$ cat src/psu_pkg.sv
// psu_pkg: shared types and constants for the png scanline unfilter unit
// holds the item descriptor passed from the position tracker to the reconstruction stage
// no dependencies
package psu_pkg;

  // configuration register indexes
  localparam logic [1:0] REG_COLOR_MODE   = 2'd0;
  localparam logic [1:0] REG_IMAGE_WIDTH  = 2'd1;
  localparam logic [1:0] REG_IMAGE_HEIGHT = 2'd2;

  // configuration reset values
  localparam logic [1:0]  COLOR_MODE_RST   = 2'd1;
  localparam logic [10:0] IMAGE_WIDTH_RST  = 11'd1;
  localparam logic [10:0] IMAGE_HEIGHT_RST = 11'd1;

  // color modes
  localparam logic [1:0] MODE_GREY  = 2'd0;
  localparam logic [1:0] MODE_RGB   = 2'd1;
  localparam logic [1:0] MODE_GREYA = 2'd2;
  localparam logic [1:0] MODE_RGBA  = 2'd3;

  // row filter types
  localparam logic [2:0] FILT_NONE  = 3'd0;
  localparam logic [2:0] FILT_SUB   = 3'd1;
  localparam logic [2:0] FILT_UP    = 3'd2;
  localparam logic [2:0] FILT_AVG   = 3'd3;
  localparam logic [2:0] FILT_PAETH = 3'd4;

  // what an accepted byte turns out to be
  typedef enum logic [1:0] {
    KIND_NONE,
    KIND_FILTER,
    KIND_BAD,
    KIND_SAMPLE
  } kind_t;

  // per-byte descriptor from the tracker to the reconstruction stage
  typedef struct packed {
    kind_t       kind;
    logic [2:0]  filter;
    logic        first_row;
    logic        has_left;
    logic [1:0]  lane;
    logic        grey;
    logic        emit;
    logic        row_done;
    logic        image_done;
    logic        restart;
    logic [9:0]  column;
    logic [9:0]  row;
  } desc_t;

endpackage

$ cat src/psu_recon.sv
// psu_recon: byte reconstruction stage and output register of the unfilter unit
// applies the row filter with the row store read data and writes back; uses psu_pkg
module psu_recon #(
  parameter int ADDR_W = 12
) (
  input  logic                clk,
  input  logic                rst,
  input  logic                accept,
  input  psu_pkg::desc_t      desc,
  input  logic [ADDR_W-1:0]   pos,
  input  logic [7:0]          data_byte,
  input  logic [7:0]          rd_data,
  output logic                wr_en,
  output logic [ADDR_W-1:0]   wr_addr,
  output logic [7:0]          wr_data,
  output logic                busy,
  input  logic                out_stall,
  output logic                out_valid,
  output logic [7:0]          red,
  output logic [7:0]          green,
  output logic [7:0]          blue,
  output logic [9:0]          pixel_column,
  output logic [9:0]          pixel_row,
  output logic                row_done,
  output logic                image_done,
  output logic                bad_filter
);

  // stage registers, filled in the cycle the row store is read
  logic              s1_valid;
  psu_pkg::desc_t    s1_desc;
  logic [ADDR_W-1:0] s1_pos;
  logic [7:0]        s1_data;

  // neighbor bytes, one per lane, and the pixel being assembled
  logic [7:0] left [4];
  logic [7:0] upper [4];
  logic [7:0] ch_r;
  logic [7:0] ch_g;
  logic [7:0] ch_b;
  logic [7:0] ch_r_next;
  logic [7:0] ch_g_next;
  logic [7:0] ch_b_next;

  logic [7:0] a;
  logic [7:0] b;
  logic [7:0] c;
  logic [8:0] avg_sum;
  logic [7:0] pred;
  logic [7:0] val;
  logic       has_result;
  logic       s1_go;

  function automatic logic [7:0] paeth(input logic [7:0] pa_a, input logic [7:0] pa_b,
                                       input logic [7:0] pa_c);
    logic signed [10:0] p;
    logic signed [10:0] da;
    logic signed [10:0] db;
    logic signed [10:0] dc;
    logic [9:0] ma;
    logic [9:0] mb;
    logic [9:0] mc;
    p  = $signed({3'b0, pa_a}) + $signed({3'b0, pa_b}) - $signed({3'b0, pa_c});
    da = p - $signed({3'b0, pa_a});
    db = p - $signed({3'b0, pa_b});
    dc = p - $signed({3'b0, pa_c});
    ma = (da < 0) ? 10'(-da) : 10'(da);
    mb = (db < 0) ? 10'(-db) : 10'(db);
    mc = (dc < 0) ? 10'(-dc) : 10'(dc);
    if (ma <= mb && ma <= mc) begin
      return pa_a;
    end
    return (mb <= mc) ? pa_b : pa_c;
  endfunction

  // neighbors and prediction
  always_comb begin
    a = s1_desc.has_left ? left[s1_desc.lane] : 8'd0;
    b = s1_desc.first_row ? 8'd0 : rd_data;
    c = (s1_desc.has_left && !s1_desc.first_row) ? upper[s1_desc.lane] : 8'd0;
    avg_sum = {1'b0, a} + {1'b0, b};
    unique case (s1_desc.filter)
      psu_pkg::FILT_SUB:   pred = a;
      psu_pkg::FILT_UP:    pred = b;
      psu_pkg::FILT_AVG:   pred = avg_sum[8:1];
      psu_pkg::FILT_PAETH: pred = paeth(a, b, c);
      default:             pred = 8'd0;
    endcase
    val = s1_data + pred;
  end

  // pixel assembly: grey fills all three channels, alpha lane is dropped
  always_comb begin
    ch_r_next = ch_r;
    ch_g_next = ch_g;
    ch_b_next = ch_b;
    if (s1_desc.kind == psu_pkg::KIND_SAMPLE) begin
      if (s1_desc.grey) begin
        if (s1_desc.lane == 2'd0) begin
          ch_r_next = val;
          ch_g_next = val;
          ch_b_next = val;
        end
      end else begin
        unique case (s1_desc.lane)
          2'd0:    ch_r_next = val;
          2'd1:    ch_g_next = val;
          2'd2:    ch_b_next = val;
          default: ch_r_next = ch_r;
        endcase
      end
    end else if (s1_desc.restart) begin
      ch_r_next = 8'd0;
      ch_g_next = 8'd0;
      ch_b_next = 8'd0;
    end
  end

  // stage advance: a result needs room in the output register
  always_comb begin
    has_result = (s1_desc.kind == psu_pkg::KIND_BAD) ||
                 (s1_desc.kind == psu_pkg::KIND_SAMPLE && s1_desc.emit);
    s1_go   = s1_valid & (~has_result | ~out_valid | ~out_stall);
    busy    = s1_valid & ~s1_go;
    wr_en   = s1_go & (s1_desc.kind == psu_pkg::KIND_SAMPLE);
    wr_addr = s1_pos;
    wr_data = val;
  end

  // stage register
  always_ff @(posedge clk) begin
    if (rst) begin
      s1_valid <= 1'b0;
    end else if (accept) begin
      s1_valid <= (desc.kind != psu_pkg::KIND_NONE);
    end else if (s1_go) begin
      s1_valid <= 1'b0;
    end
  end

  always_ff @(posedge clk) begin
    if (accept) begin
      s1_desc <= desc;
      s1_pos  <= pos;
      s1_data <= data_byte;
    end
  end

  // neighbor bytes and pixel channels
  always_ff @(posedge clk) begin
    if (rst) begin
      for (int i = 0; i < 4; i++) begin
        left[i]  <= 8'd0;
        upper[i] <= 8'd0;
      end
      ch_r <= 8'd0;
      ch_g <= 8'd0;
      ch_b <= 8'd0;
    end else if (s1_go) begin
      ch_r <= ch_r_next;
      ch_g <= ch_g_next;
      ch_b <= ch_b_next;
      if (s1_desc.kind == psu_pkg::KIND_FILTER) begin
        for (int i = 0; i < 4; i++) begin
          left[i]  <= 8'd0;
          upper[i] <= 8'd0;
        end
      end else if (s1_desc.kind == psu_pkg::KIND_SAMPLE) begin
        left[s1_desc.lane]  <= val;
        upper[s1_desc.lane] <= b;
      end
    end
  end

  // output register
  always_ff @(posedge clk) begin
    if (rst) begin
      out_valid <= 1'b0;
    end else if (s1_go && has_result) begin
      out_valid <= 1'b1;
    end else if (!out_stall) begin
      out_valid <= 1'b0;
    end
  end

  always_ff @(posedge clk) begin
    if (s1_go && has_result) begin
      pixel_row <= s1_desc.row;
      if (s1_desc.kind == psu_pkg::KIND_BAD) begin
        red          <= 8'd0;
        green        <= 8'd0;
        blue         <= 8'd0;
        pixel_column <= 10'd0;
        row_done     <= 1'b0;
        image_done   <= 1'b0;
        bad_filter   <= 1'b1;
      end else begin
        red          <= ch_r_next;
        green        <= ch_g_next;
        blue         <= ch_b_next;
        pixel_column <= s1_desc.column;
        row_done     <= s1_desc.row_done;
        image_done   <= s1_desc.image_done;
        bad_filter   <= 1'b0;
      end
    end
  end

endmodule

$ cat config.mk
export PLATFORM = sky130hd
export DESIGN_NAME = psu_recon
export DESIGN_NICKNAME = d
export VERILOG_FILES = /design/src/psu_pkg.sv /design/src/psu_recon.sv
export SDC_FILE = /design/constraint.sdc
export NUM_CORES = 1
export LEC_CHECK = 0
export BUFFER_PORTS_ARGS = -buffer_cell sky130_fd_sc_hd__buf_4
export CAP_MARGIN = 20
export CORE_AREA = 2 2 175 177
export CTS_CLUSTER_SIZE = 12
export DETAILED_ROUTE_END_ITERATION = 6
export DIE_AREA = 0 0 177 179
export GPL_ROUTABILITY_DRIVEN = 0
export PLACE_DENSITY = 0.58
export SETUP_SLACK_MARGIN = 0.15
export SYNTH_ARGS = -nofsm -noshare
export SYNTH_HDL_FRONTEND = slang
export SYNTH_SLANG_ARGS = --single-unit
$ cat constraint.sdc
create_clock -name clk -period 9.26 [get_ports clk]
set_input_delay 0.926 -clock clk [delete_from_list [all_inputs] [get_ports clk]]
set_output_delay 0.926 -clock clk [all_outputs]
set_load 0.01 [all_outputs]
==> results list <==
* Worst Setup Start Kind: flip-flop
- Final Slew Violations: 0
- The initial antenna violation count came to 1.
- The Yosys step of the flow raised 0 warnings.
- Hold path start: s1_desc[7]
- The mapped netlist covers 11,400 sq um.
- In the global route stage, met1 resource usage came out at 0.262.
- After synthesis, the netlist uses 74 different library cells.
- The worst hold path passes through 0 cells.
- For the pin with the worst max-slew slack, the measured transition is 858 ps.
- Global Route Usage Sum: 0.202
* First-pass GRT wire length: 48.8 mm
- Sinks on Clock Net: 193
* Master of the slowest instance on the critical path: mux4_2
- Setup violations remaining at the end of the flow were counted as 1.
- Die X: 177 um
- Counting every net in the synthesized netlist gives 1,218.
- Critical Path End Type: output pin
* Crit-path max cell delay: 510 ps
* Largest fanout on the critical path: 8
* Main synth FF type: edfxtp_1
- After clock tree synthesis, the clock-pin slew on the worst setup and hold paths is 80 ps.
- A synthesized cell averages 10.8 sq um.
- Critical path's most frequent cell: buf_4
* Reported max-cap violation count: 0
* Maximum buffer depth of the clock tree: 2
* #FFs+latches synth: 193
- DRC errors left: 0
- After filler insertion, the fill cell instance count of the layout stands at 2,696.
* Share of final-layout standard cells stronger than drive strength 1: 0.347
* Skew-Pair Late Insertion Delay: 450 ps
- At the end of the flow, the number of nets in the layout was 1,491.
- After layout, the minimum clock period comes to 9280 ps.
* Final worst setup slack: -16.5 ps
- After global routing the overflow that remains totals 0.
* HPWL after DPL: 23.5 mm
- For hold timing, the worst endpoint is pixel_row[7].
* Clock root cell: clkbuf_16
- Worst setup slack for register-to-register paths: 480 ps
* Port Buffer Count: 135
- Total detailed-routing wirelength: 31.2 mm
- Before CTS, the worst setup slack after placement is -160 ps.
- Layout overhead on the synthesized area: 33.9%
- Share of flip-flops with an asynchronous set or reset after synthesis: 0
- In the global route stage, met3 resource usage came out at 0.0479.
- In the routed layout, each cell is associated on average with a via count of 5.16.
* Antenna violation net count after detailed routing: 0
- For this configuration, the core starts out at a cell density of 0.381.
* Highest Clock Rate: 108 MHz
- FP Rows: 64
- Outcome: finished, violations left
- In this run the standard cell core region covers 30,000 sq um.
* Busiest grt layer: met2
* Max-slew headroom at the worst pin: 0.426
- Number of flops mapped to enable cells by yosys: 165
- Post-Syn Instances: 1,061
* CTS H-tree depth: 4
* HP Class: reg -> reg
- For the worst flop-to-flop path, the logic depth is 42.
- The die is 179 um tall.
- The final-report hold violation count came to 0.
* Reg2reg end: ch_b[7]
* Met2 Use GR: 0.333
- For this run, the register share of the synthesized area comes to 0.482.
- Number of vias after detailed routing: 9,000
* Setup repair after global routing missed its margin: yes
- Number of global-route vias before repair: 9,022
- Violated checks: setup timing
- For the worst setup path, the data arrival time is 8350 ps.
- Area post-placement: 13,800 sq um
* Maximum number of pins on one net before global-route repair: 59
- Length of the first detailed-routing pass in iterations: 5
- I/O pin count: 136
* TritonCTS buffer count: 17
* DRT iter0 DRCs: 497
- Average wire per standard cell: 17.9 um
* Clock tree skew after final layout: 13.6 ps
* Clock tree from TritonCTS: built
- Final clock period utilization by the worst path: 1.00
- Startpoint-to-endpoint class of the critical path: reg -> out
* Critical Path RT: 8330 ps
- Post-layout instance area: 15,300 sq um
* Floorplan die area: 31,700 sq um
==> worst max-delay path, delay by kind of cell, from the launching register on <==
kind | cells | cell delay [ps]
compound gates | 16 | 2910
fa+ha+maj | 5 | 1830
xor+xnor | 4 | 810
buf+inv | 7 | 770
simple gates | 7 | 700
mux | 1 | 510
flops | 1 | 400
==> cells in the mapped netlist, drive strengths merged (22+ instances only) <==
cell | instances | area share
nor2 | 155 | 0.051
a21oi | 54 | 0.025
xor2 | 24 | 0.020
a22oi | 29 | 0.019
nand2 | 66 | 0.022
xnor2 | 38 | 0.030
dfxtp | 28 | 0.049
ha | 78 | 0.085
clkbuf | 32 | 0.010
o21ai | 49 | 0.021
edfxtp | 165 | 0.43
and2 | 22 | 0.012
inv | 67 | 0.022
==> logic make-up after synthesis <==
family,count (synthesis),synth area share
AO/OA/AOI/OAI,247,0.149
XOR/XNOR,62,0.0497
adder cells (fa/ha/maj),91,0.108
buffers and inverters,105,0.0360
flip-flops,193,0.482
multiplexers,27,0.0390
AND/OR/NAND/NOR,336,0.136
==> what timing repair did <==
action,CTS,global route
setup endpoints to repair,11,11
setup buffers,19,8
hold buffers,0,0
pin swaps,47,19
resized for setup,128,32
==> registers in the layout, indices dropped and copies added (netlist names), 10 cells and up, named ones only <==
| register | flops |
|---|---|
| s1_desc | 34 |
| pixel_column | 10 |
| pixel_row | 10 |
| wr_addr | 12 |
| upper | 32 |
| left | 32 |
==> worst max-delay path by stage <==
stage / to / slack, ps / cells after the start
finish: wr_data[7] / -20 / 40
global route: wr_data[7] / -430 / 39
CTS: wr_data[7] / -20 / 38
detailed placement: wr_data[7] / -160 / 38
global placement: wr_data[7] / -80 / 37
floorplan: wr_data[7] / 230 / 37
==> stage by stage <==
stage               setup TNS [ps]  hold slack [ps]  instances   util
floorplan                        0              400       1061      -
global placement              -125              403       1684  0.460
detailed placement            -398              405       1684  0.460
CTS                          -20.3              422       1735  0.504
global route                 -1030              429       1744  0.511
finish                       -16.5              420       1744  0.511
==> cell type report <==
class / count / area (sq um) / area share
Clock buffer: 17 / 425 / 0.0277
Multi-Input combinational cell: 763 / 6180 / 0.403
Inverter: 67 / 256 / 0.0167
Sequential cell: 193 / 5520 / 0.360
Antenna cell: 1 / 2.50 / 0.000163
Timing Repair Buffer: 292 / 2270 / 0.148
Clock inverter: 15 / 188 / 0.0122
Tap cell: 396 / 495 / 0.0323
==> layer usage <==
metal / routed length (um) / up-vias
met5: 0 / -
met4: 620 / 0
met3: 1880 / 34
met2: 14800 / 250
met1: 13900 / 4310
li1: - / 4406
==> cells in the final DEF, fill, tap and decap left out, types with 5 or more instances in the layout <==
master / Yosys / layout
buf_4: 0 / 280
edfxtp_1: 165 / 165
nor2_1: 155 / 147
ha_1: 78 / 67
nand2_1: 66 / 60
inv_1: 66 / 57
a21oi_1: 53 / 37
a22oi_1: 29 / 29
o21ai_0: 43 / 27
dfxtp_1: 28 / 27
xnor2_1: 37 / 26
nand2b_1: 20 / 20
and2_1: 20 / 19
clkbuf_16: 0 / 17
nor2b_1: 18 / 16
o21a_1: 16 / 16
xor2_1: 23 / 16
o21ai_1: 6 / 14
a21oi_2: 0 / 13
mux4_2: 13 / 13
a22o_1: 12 / 12
xnor2_2: 1 / 11
fa_1: 13 / 10
ha_4: 0 / 10
a21o_1: 9 / 9
nand3_1: 8 / 8
inv_2: 0 / 8
o21ai_2: 0 / 7
xor2_2: 0 / 7
o211ai_1: 7 / 7
a221o_1: 7 / 7
buf_6: 2 / 7
nor3b_1: 6 / 6
mux2i_1: 6 / 6
nand4_1: 6 / 6
mux2_2: 7 / 6
nor2_2: 0 / 5
or3_1: 9 / 5
nand2_2: 0 / 5
Power is not shown: default switching activity piles up to over one toggle a cycle in this logic, so the estimate is an artifact.
