**config.mk**
```make
export PLATFORM = sky130hd
export DESIGN_NAME = psu_tracker
export DESIGN_NICKNAME = d
export VERILOG_FILES = /design/src/psu_pkg.sv /design/src/psu_tracker.sv
export SDC_FILE = /design/constraint.sdc
export NUM_CORES = 1
export LEC_CHECK = 0
export BUFFER_PORTS_ARGS = -buffer_cell sky130_fd_sc_hd__buf_2
export CAP_MARGIN = 15
export CORE_ASPECT_RATIO = 0.7
export CORE_MARGIN = 2
export CORE_UTILIZATION = 66
export CTS_CLUSTER_SIZE = 14
export DETAILED_ROUTE_END_ITERATION = 8
export MAX_ROUTING_LAYER = met4
export PLACE_DENSITY_LB_ADDON = 0.05
export SLEW_MARGIN = 20
export SYNTH_ARGS = -nofsm -noshare
export SYNTH_HDL_FRONTEND = slang
export SYNTH_SLANG_ARGS = --single-unit
```
**constraint.sdc**
```tcl
create_clock -name clk -period 26.1 [get_ports clk]
set_clock_uncertainty 0.15 [all_clocks]
set_input_delay 5.22 -clock clk [delete_from_list [all_inputs] [get_ports clk]]
set_output_delay 5.22 -clock clk [all_outputs]
set_load 0.05 [all_outputs]
```
**src/psu_pkg.sv**
```systemverilog
// psu_pkg: shared types and constants for the png scanline unfilter unit
// holds the item descriptor passed from the position tracker to the reconstruction stage
// no dependencies
package psu_pkg;

  // configuration register indexes
  localparam logic [1:0] REG_COLOR_MODE   = 2'd0;
  localparam logic [1:0] REG_IMAGE_WIDTH  = 2'd1;
  localparam logic [1:0] REG_IMAGE_HEIGHT = 2'd2;

  // configuration reset values
  localparam logic [1:0]  COLOR_MODE_RST   = 2'd1;
  localparam logic [10:0] IMAGE_WIDTH_RST  = 11'd1;
  localparam logic [10:0] IMAGE_HEIGHT_RST = 11'd1;

  // color modes
  localparam logic [1:0] MODE_GREY  = 2'd0;
  localparam logic [1:0] MODE_RGB   = 2'd1;
  localparam logic [1:0] MODE_GREYA = 2'd2;
  localparam logic [1:0] MODE_RGBA  = 2'd3;

  // row filter types
  localparam logic [2:0] FILT_NONE  = 3'd0;
  localparam logic [2:0] FILT_SUB   = 3'd1;
  localparam logic [2:0] FILT_UP    = 3'd2;
  localparam logic [2:0] FILT_AVG   = 3'd3;
  localparam logic [2:0] FILT_PAETH = 3'd4;

  // what an accepted byte turns out to be
  typedef enum logic [1:0] {
    KIND_NONE,
    KIND_FILTER,
    KIND_BAD,
    KIND_SAMPLE
  } kind_t;

  // per-byte descriptor from the tracker to the reconstruction stage
  typedef struct packed {
    kind_t       kind;
    logic [2:0]  filter;
    logic        first_row;
    logic        has_left;
    logic [1:0]  lane;
    logic        grey;
    logic        emit;
    logic        row_done;
    logic        image_done;
    logic        restart;
    logic [9:0]  column;
    logic [9:0]  row;
  } desc_t;

endpackage

```
**src/psu_tracker.sv**
```systemverilog
// psu_tracker: row and byte position tracking for the unfilter unit
// classifies each accepted byte and issues the row store read; uses psu_pkg
module psu_tracker #(
  parameter int MAX_WIDTH  = 1024,
  parameter int MAX_HEIGHT = 1024,
  parameter int LINE_BYTES = 4096
) (
  input  logic                          clk,
  input  logic                          rst,
  input  logic [1:0]                    color_mode,
  input  logic [10:0]                   image_width,
  input  logic [10:0]                   image_height,
  input  logic                          accept,
  input  logic [7:0]                    data_byte,
  input  logic                          image_start,
  output psu_pkg::desc_t                desc,
  output logic [$clog2(LINE_BYTES)-1:0] pos,
  output logic                          rd_en
);

  localparam int PW  = $clog2(LINE_BYTES);
  localparam int LW  = $clog2(LINE_BYTES + 1);
  localparam int MW  = $clog2(MAX_WIDTH + 1);
  localparam int HW  = $clog2(MAX_HEIGHT + 1);
  localparam int XW0 = (MW > LW) ? MW : LW;
  localparam int XW  = (XW0 > 11) ? XW0 : 11;
  localparam int HX  = (HW > 11) ? HW : 11;
  localparam int S3  = PW + 2;
  localparam logic [PW:0] RECIP3 = (PW + 1)'((2 ** S3 + 2) / 3);
  localparam logic [XW-1:0] CAP1 = XW'(LINE_BYTES);
  localparam logic [XW-1:0] CAP2 = XW'(LINE_BYTES / 2);
  localparam logic [XW-1:0] CAP3 = XW'(LINE_BYTES / 3);
  localparam logic [XW-1:0] CAP4 = XW'(LINE_BYTES / 4);

  // position state
  logic          halted;
  logic          awaiting;
  logic          first_row;
  logic [PW-1:0] byte_pos;
  logic [HW-1:0] row_cnt;
  logic [2:0]    filter;

  logic          halted_next;
  logic          awaiting_next;
  logic          first_row_next;
  logic [PW-1:0] byte_pos_next;
  logic [HW-1:0] row_cnt_next;
  logic [2:0]    filter_next;

  // values seen after an image restart
  logic          st_halt;
  logic          st_await;
  logic          st_first;
  logic [PW-1:0] st_pos;
  logic [HW-1:0] st_row;

  // geometry
  logic [2:0]      bpp;
  logic [XW-1:0]   cap;
  logic [XW-1:0]   width_x;
  logic [LW-1:0]   width_eff;
  logic [LW+1:0]   line_len;
  logic [HX-1:0]   height_eff;

  // byte position decode
  logic [2*PW:0]   prod3;
  logic [PW-2:0]   q3;
  logic [PW-1:0]   r3;
  logic [1:0]      lane;
  logic [PW-1:0]   col_full;
  logic            last_in_row;
  logic            pix_end;
  logic [HW:0]     row_inc;
  logic            last_in_image;

  // restart view of the state
  always_comb begin
    st_halt  = image_start ? 1'b0 : halted;
    st_await = image_start ? 1'b1 : awaiting;
    st_first = image_start ? 1'b1 : first_row;
    st_pos   = image_start ? '0 : byte_pos;
    st_row   = image_start ? '0 : row_cnt;
  end

  // effective row length and image height
  always_comb begin
    unique case (color_mode)
      psu_pkg::MODE_GREY:  begin bpp = 3'd1; cap = CAP1; end
      psu_pkg::MODE_RGB:   begin bpp = 3'd3; cap = CAP3; end
      psu_pkg::MODE_GREYA: begin bpp = 3'd2; cap = CAP2; end
      default:             begin bpp = 3'd4; cap = CAP4; end
    endcase
    width_x = XW'(image_width);
    if (width_x == '0) begin
      width_x = XW'(1);
    end
    if (width_x > XW'(MAX_WIDTH)) begin
      width_x = XW'(MAX_WIDTH);
    end
    if (width_x > cap) begin
      width_x = cap;
    end
    width_eff = LW'(width_x);
    unique case (color_mode)
      psu_pkg::MODE_GREY:  line_len = (LW + 2)'(width_eff);
      psu_pkg::MODE_RGB:   line_len = (LW + 2)'(width_eff) + ((LW + 2)'(width_eff) << 1);
      psu_pkg::MODE_GREYA: line_len = (LW + 2)'(width_eff) << 1;
      default:             line_len = (LW + 2)'(width_eff) << 2;
    endcase
    height_eff = HX'(image_height);
    if (height_eff == '0) begin
      height_eff = HX'(1);
    end
    if (height_eff > HX'(MAX_HEIGHT)) begin
      height_eff = HX'(MAX_HEIGHT);
    end
  end

  // lane and pixel column of the current byte; divide by three via reciprocal
  always_comb begin
    prod3 = (2 * PW + 1)'(st_pos) * (2 * PW + 1)'(RECIP3);
    q3    = prod3[2*PW:S3];
    r3    = st_pos - PW'((PW + 2)'(q3) * (PW + 2)'(3));
    unique case (color_mode)
      psu_pkg::MODE_GREY:  begin lane = 2'd0;          col_full = st_pos;      end
      psu_pkg::MODE_RGB:   begin lane = r3[1:0];       col_full = PW'(q3);     end
      psu_pkg::MODE_GREYA: begin lane = {1'b0, st_pos[0]}; col_full = st_pos >> 1; end
      default:             begin lane = st_pos[1:0];   col_full = st_pos >> 2; end
    endcase
    last_in_row   = ((LW + 2)'(st_pos) + (LW + 2)'(1)) >= line_len;
    pix_end       = (3'(lane) + 3'd1) == bpp;
    row_inc       = (HW + 1)'(st_row) + (HW + 1)'(1);
    last_in_image = (HX + 1)'(row_inc) >= (HX + 1)'(height_eff);
  end

  // byte classification and next state
  always_comb begin
    halted_next    = st_halt;
    awaiting_next  = st_await;
    first_row_next = st_first;
    byte_pos_next  = st_pos;
    row_cnt_next   = st_row;
    filter_next    = filter;

    desc            = '0;
    desc.kind       = psu_pkg::KIND_NONE;
    desc.filter     = filter;
    desc.first_row  = st_first;
    desc.has_left   = (PW + 3)'(st_pos) >= (PW + 3)'(bpp);
    desc.lane       = lane;
    desc.grey       = ~color_mode[0];
    desc.restart    = image_start;
    desc.column     = 10'(col_full);
    desc.row        = 10'(st_row);

    if (!st_halt) begin
      if (st_await) begin
        if (data_byte > 8'd4) begin
          desc.kind   = psu_pkg::KIND_BAD;
          halted_next = 1'b1;
        end else begin
          desc.kind     = psu_pkg::KIND_FILTER;
          filter_next   = data_byte[2:0];
          awaiting_next = 1'b0;
          byte_pos_next = '0;
        end
      end else begin
        desc.kind     = psu_pkg::KIND_SAMPLE;
        desc.emit     = last_in_row | pix_end;
        desc.row_done = last_in_row;
        if (last_in_row) begin
          row_cnt_next    = HW'(row_inc);
          first_row_next  = 1'b0;
          awaiting_next   = 1'b1;
          byte_pos_next   = '0;
          desc.image_done = last_in_image;
          halted_next     = last_in_image;
        end else begin
          byte_pos_next = st_pos + PW'(1);
        end
      end
    end

    pos   = st_pos;
    rd_en = accept & (desc.kind == psu_pkg::KIND_SAMPLE) & ~st_first;
  end

  // state registers
  always_ff @(posedge clk) begin
    if (rst) begin
      halted    <= 1'b0;
      awaiting  <= 1'b1;
      first_row <= 1'b1;
      byte_pos  <= '0;
      row_cnt   <= '0;
      filter    <= psu_pkg::FILT_NONE;
    end else if (accept) begin
      halted    <= halted_next;
      awaiting  <= awaiting_next;
      first_row <= first_row_next;
      byte_pos  <= byte_pos_next;
      row_cnt   <= row_cnt_next;
      filter    <= filter_next;
    end
  end

endmodule

```
==> results.json <==
{
  "outcome": "completed",
  "r2r-start": "byte_pos[0]$_SDFFE_PP0P_",
  "ant_nets": 0,
  "yosys-top-cells-area": "ha_1 25%, fa_1 12%, dfxtp_1 8.5%, inv_1 5.7%, a21oi_1 3.6%",
  "setup_ws_ns": 7.50,
  "holdPathStages": 2,
  "worst_r2r_endpoint": "byte_pos[2]$_SDFFE_PP0P_",
  "drtPass1Iterations": 6,
  "cts_hold_buf": 0,
  "ant_diodes": 0,
  "post-synth-top-area-cell": "ha_1",
  "ys_top_cells_by_count": "139 x ha_1, 104 x inv_1, 65 x nand2_1, 55 x nor2_1, 49 x a21oi_1",
  "finalHoldViolations": 0,
  "vdd_ir_drop_max_v": 0.0000274,
  "post_cts_resize_count": 0,
  "io_buffer_count": 82,
  "dr.first_iter.drc_count": 713,
  "ys.flop_type": "dfxtp_1",
  "clk_transition_reported_paths_ns": 0.05,
  "fmax_mhz": 53.8,
  "pwr-share-comb_pct": 58.5,
  "critical_path_cell_with_the_highest_stage_delay": "nor2b_1",
  "fp.coreArea_um2": 10200,
  "power.density_cell_area_nw_per_um2": 33.7,
  "die_width_um": 126,
  "asyncSetResetFlopFracSynth_pct": 0,
  "floorplan.io_pins": 83,
  "worst_hold_path_type": "register to register",
  "grt_first_pass_wirelength_mm": 31.2,
  "crit_required_ns": 20.73,
  "fraction_of_power_consumed_by_the_clock_network_pct": 22.8,
  "maxSlewViolCount": 0,
  "routed_vias": 6679,
  "dp_hpwl_mm": 15.8,
  "drt-vias-per-instance": 6.35,
  "cts-htree-levels": 2,
  "share_of_the_core_filled_with_cells_pct": 72.7,
  "timing_worst_slew_pin_value_ns": 1.15,
  "worstSetupPathType": "input pin to primary output",
  "synth.cell_area_um2": 6830,
  "yosysWarningCount": 0,
  "cts.repair_timing.setup_buffer_count": 0,
  "number_of_global_route_vias_before_repair": 6263,
  "max_cap_viol_count": 0,
  "synth.most_common_cell": "ha_1",
  "holdCritStartpoint": "filter[2]$_SDFFE_PP0P_",
  "tritoncts_clock_tree": "yes",
  "crit_path_max_incr_delay_ns": 0.98,
  "power_frac_seq_pct": 18.7,
  "die_height_um": 89.1,
  "share_of_cells_above_drive_strength_1_pct": 12.2,
  "syn_to_final_growth_pct": 8.55,
  "grt_start_max_net_pins": 45,
  "seq_area_frac_synth_pct": 8.50,
  "switching_share_pct": 45.0,
  "cts_buffers": 5,
  "ys_types": 80,
  "grt_usage_pct": 35.9,
  "globalplace.congestion": 0.990,
  "drt-wirelength-per-cell_um": 18.7,
  "setup.reg_to_reg.worst_slack_ns": 21.33,
  "cts_root_buf": "clkbuf_16",
  "cell_count_after_synthesis": 860,
  "synth-edff-count": 0,
  "ys_ff_latch": 29,
  "endpoint_kind": "primary output",
  "net-switching-power_mw": 0.112,
  "cts.sinks": 29,
  "initial_antenna_violation_count": 0,
  "setup-violations-final": 0,
  "tns_ns": 0,
  "fill_cells": 834,
  "pre_cts_ws_ns": 7.63,
  "internal_power_mw": 0.137,
  "std_cell_rows": 31,
  "gr-total-overflow": 0,
  "rsz_0062_raised_after_global_routing": "no",
  "detailed_route_drc_error_count": 0,
  "postRouteWirelength_mm": 19.7,
  "path_common_cell": "inv_1",
  "syn_area_per_cell_um2": 7.95,
  "finalCriticalPeriod_ns": 18.60,
  "effective_utilization_at_floorplan_pct": 67.0,
  "final_min_period_over_clock_period_pct": 71.3,
  "critPathArrivalTime_ns": 13.23,
  "worstSkewPairLatency_ns": 0.28,
  "clock_tree.buffer_depth": 2,
  "r2r.worst_path.cells": 14,
  "synth_top_cell_area_share_pct": 25.4,
  "crit_fanout": 44,
  "min_delay_worst_endpoint": "filter[2]$_SDFFE_PP0P_",
  "floorplan.die_area_um2": 11200,
  "final_nets": 1134,
  "max_slew_margin_pct": 23.5,
  "total_leakage_power_nw": 3.88,
  "path_cells": "buf_2 > nor2b_1 > ha_1 > inv_1 > fa_1 > fa_1 > inv_1 > fa_1 > inv_1 > fa_1 > inv_1 > ha_1 > inv_1 > or3_1 > o311ai_1 > ha_1 > xnor3_1 > xnor2_1 > o311ai_0 > ha_1 > xor2_1 > nor3_1 > a31o_2 > buf_2",
  "crit_path_start_kind": "input pin"
}
==> cells in the final DEF, fill, tap and decap left out, types with 5 or more instances in the layout <==
cell | Yosys | final
or3_1 | 5 | 5
fa_1 | 40 | 40
inv_1 | 104 | 104
and2_1 | 9 | 9
a21o_1 | 11 | 11
nor3_1 | 13 | 13
xor2_1 | 11 | 11
dfxtp_1 | 29 | 29
a31oi_1 | 7 | 7
nor2_1 | 55 | 55
o22ai_1 | 5 | 5
o21ai_0 | 46 | 46
a41oi_1 | 6 | 6
nand2_1 | 65 | 65
ha_1 | 139 | 139
xnor2_1 | 26 | 26
nor4_1 | 5 | 5
nand3_1 | 23 | 23
buf_2 | 4 | 82
nor2b_1 | 23 | 22
nand4_1 | 7 | 7
a21oi_1 | 49 | 49
a221oi_1 | 21 | 21
nand3b_1 | 5 | 5
conb_1 | 2 | 5
and3_1 | 6 | 6
clkbuf_16 | 0 | 5
nand2b_1 | 17 | 17
o21a_1 | 15 | 15
==> logic make-up (layout without fill, tap and decap cells) <==
kind of cell	after synthesis	count (layout)	share of synthesized area [%]
AND/OR/NAND/NOR	249	249	18.2
other	2	5	0.110
AO/OA/AOI/OAI	216	216	21.9
buffers and inverters	142	198	8.31
adder cells (fa/ha/maj)	179	179	37.2
flip-flops	29	29	8.50
multiplexers	5	5	0.769
XOR/XNOR	38	38	5.07
==> sequential cells by signal (all words and copies together), names as in the netlist <==
signal     cells
byte_pos      12
halted         1
awaiting       1
first_row      1
filter         3
row_cnt       11
==> metrics by stage <==
| step | cell area [µm²] | hold slack [ns] | power, mW | std cells |
|---|---|---|---|---|
| 2_1_floorplan | 6850 | 0.291 | 0.155 | 863 |
| 3_3_place_gp | 7270 | 0.291 | 0.185 | 1044 |
| 3_5_place_dp | 7270 | 0.296 | 0.189 | 1044 |
| 4_1_cts | 7420 | 0.302 | 0.246 | 1051 |
| 5_1_grt | 7420 | 0.321 | 0.266 | 1051 |
| 6_report | 7420 | 0.303 | 0.250 | 1051 |
==> cell type report <==
type | instances | area, µm² | area share [%]
clock buffers | 7 | 143 | 1.92
inverters | 106 | 398 | 5.36
multi-input cells | 692 | 5700 | 76.8
flip-flops and latches | 29 | 581 | 7.83
well taps | 132 | 165 | 2.23
repair buffers | 85 | 433 | 5.84
==> power by group through the flow <==
stage          combinational, mW  sequential [mW]  clock [mW]
2_1_floorplan              0.108           0.0472           0
3_3_place_gp               0.138           0.0473           0
3_5_place_dp               0.142           0.0474           0
4_1_cts                    0.143           0.0466      0.0564
5_1_grt                    0.160           0.0467      0.0587
6_report                   0.146           0.0466      0.0571
==> metal layers <==
layer / GRT usage, % / vias to the layer above / wire length (µm) / part of all wire, %
met5: - / - / 0 / 0
met3: 6.64 / 36 / 1910 / 9.7
met2: 54.8 / 336 / 8380 / 43
met4: 8.99 / 0 / 279 / 1.4
met1: 49.6 / 3150 / 9100 / 46
li1: - / 3157 / - / -
==> worst max-delay path by stage <==
| stage | startpoint | endpoint | cells after the start |
|---|---|---|---|
| global placement | image_start | desc[23] | 24 |
| detailed placement | image_start | desc[23] | 24 |
| global route | image_start | desc[23] | 24 |
| finish | image_start | desc[23] | 24 |
| CTS | image_start | desc[23] | 24 |
| floorplan | image_start | desc[23] | 22 |
==> critical path, delay by kind of cell <==
family / cells / cell delay (ns)
simple gates: 3 / 1.55
buf+inv: 7 / 0.97
xor+xnor: 3 / 0.62
compound gates: 3 / 1.51
fa+ha+maj: 8 / 3.36
No activity file was read; power rests on OpenSTA's default activity.
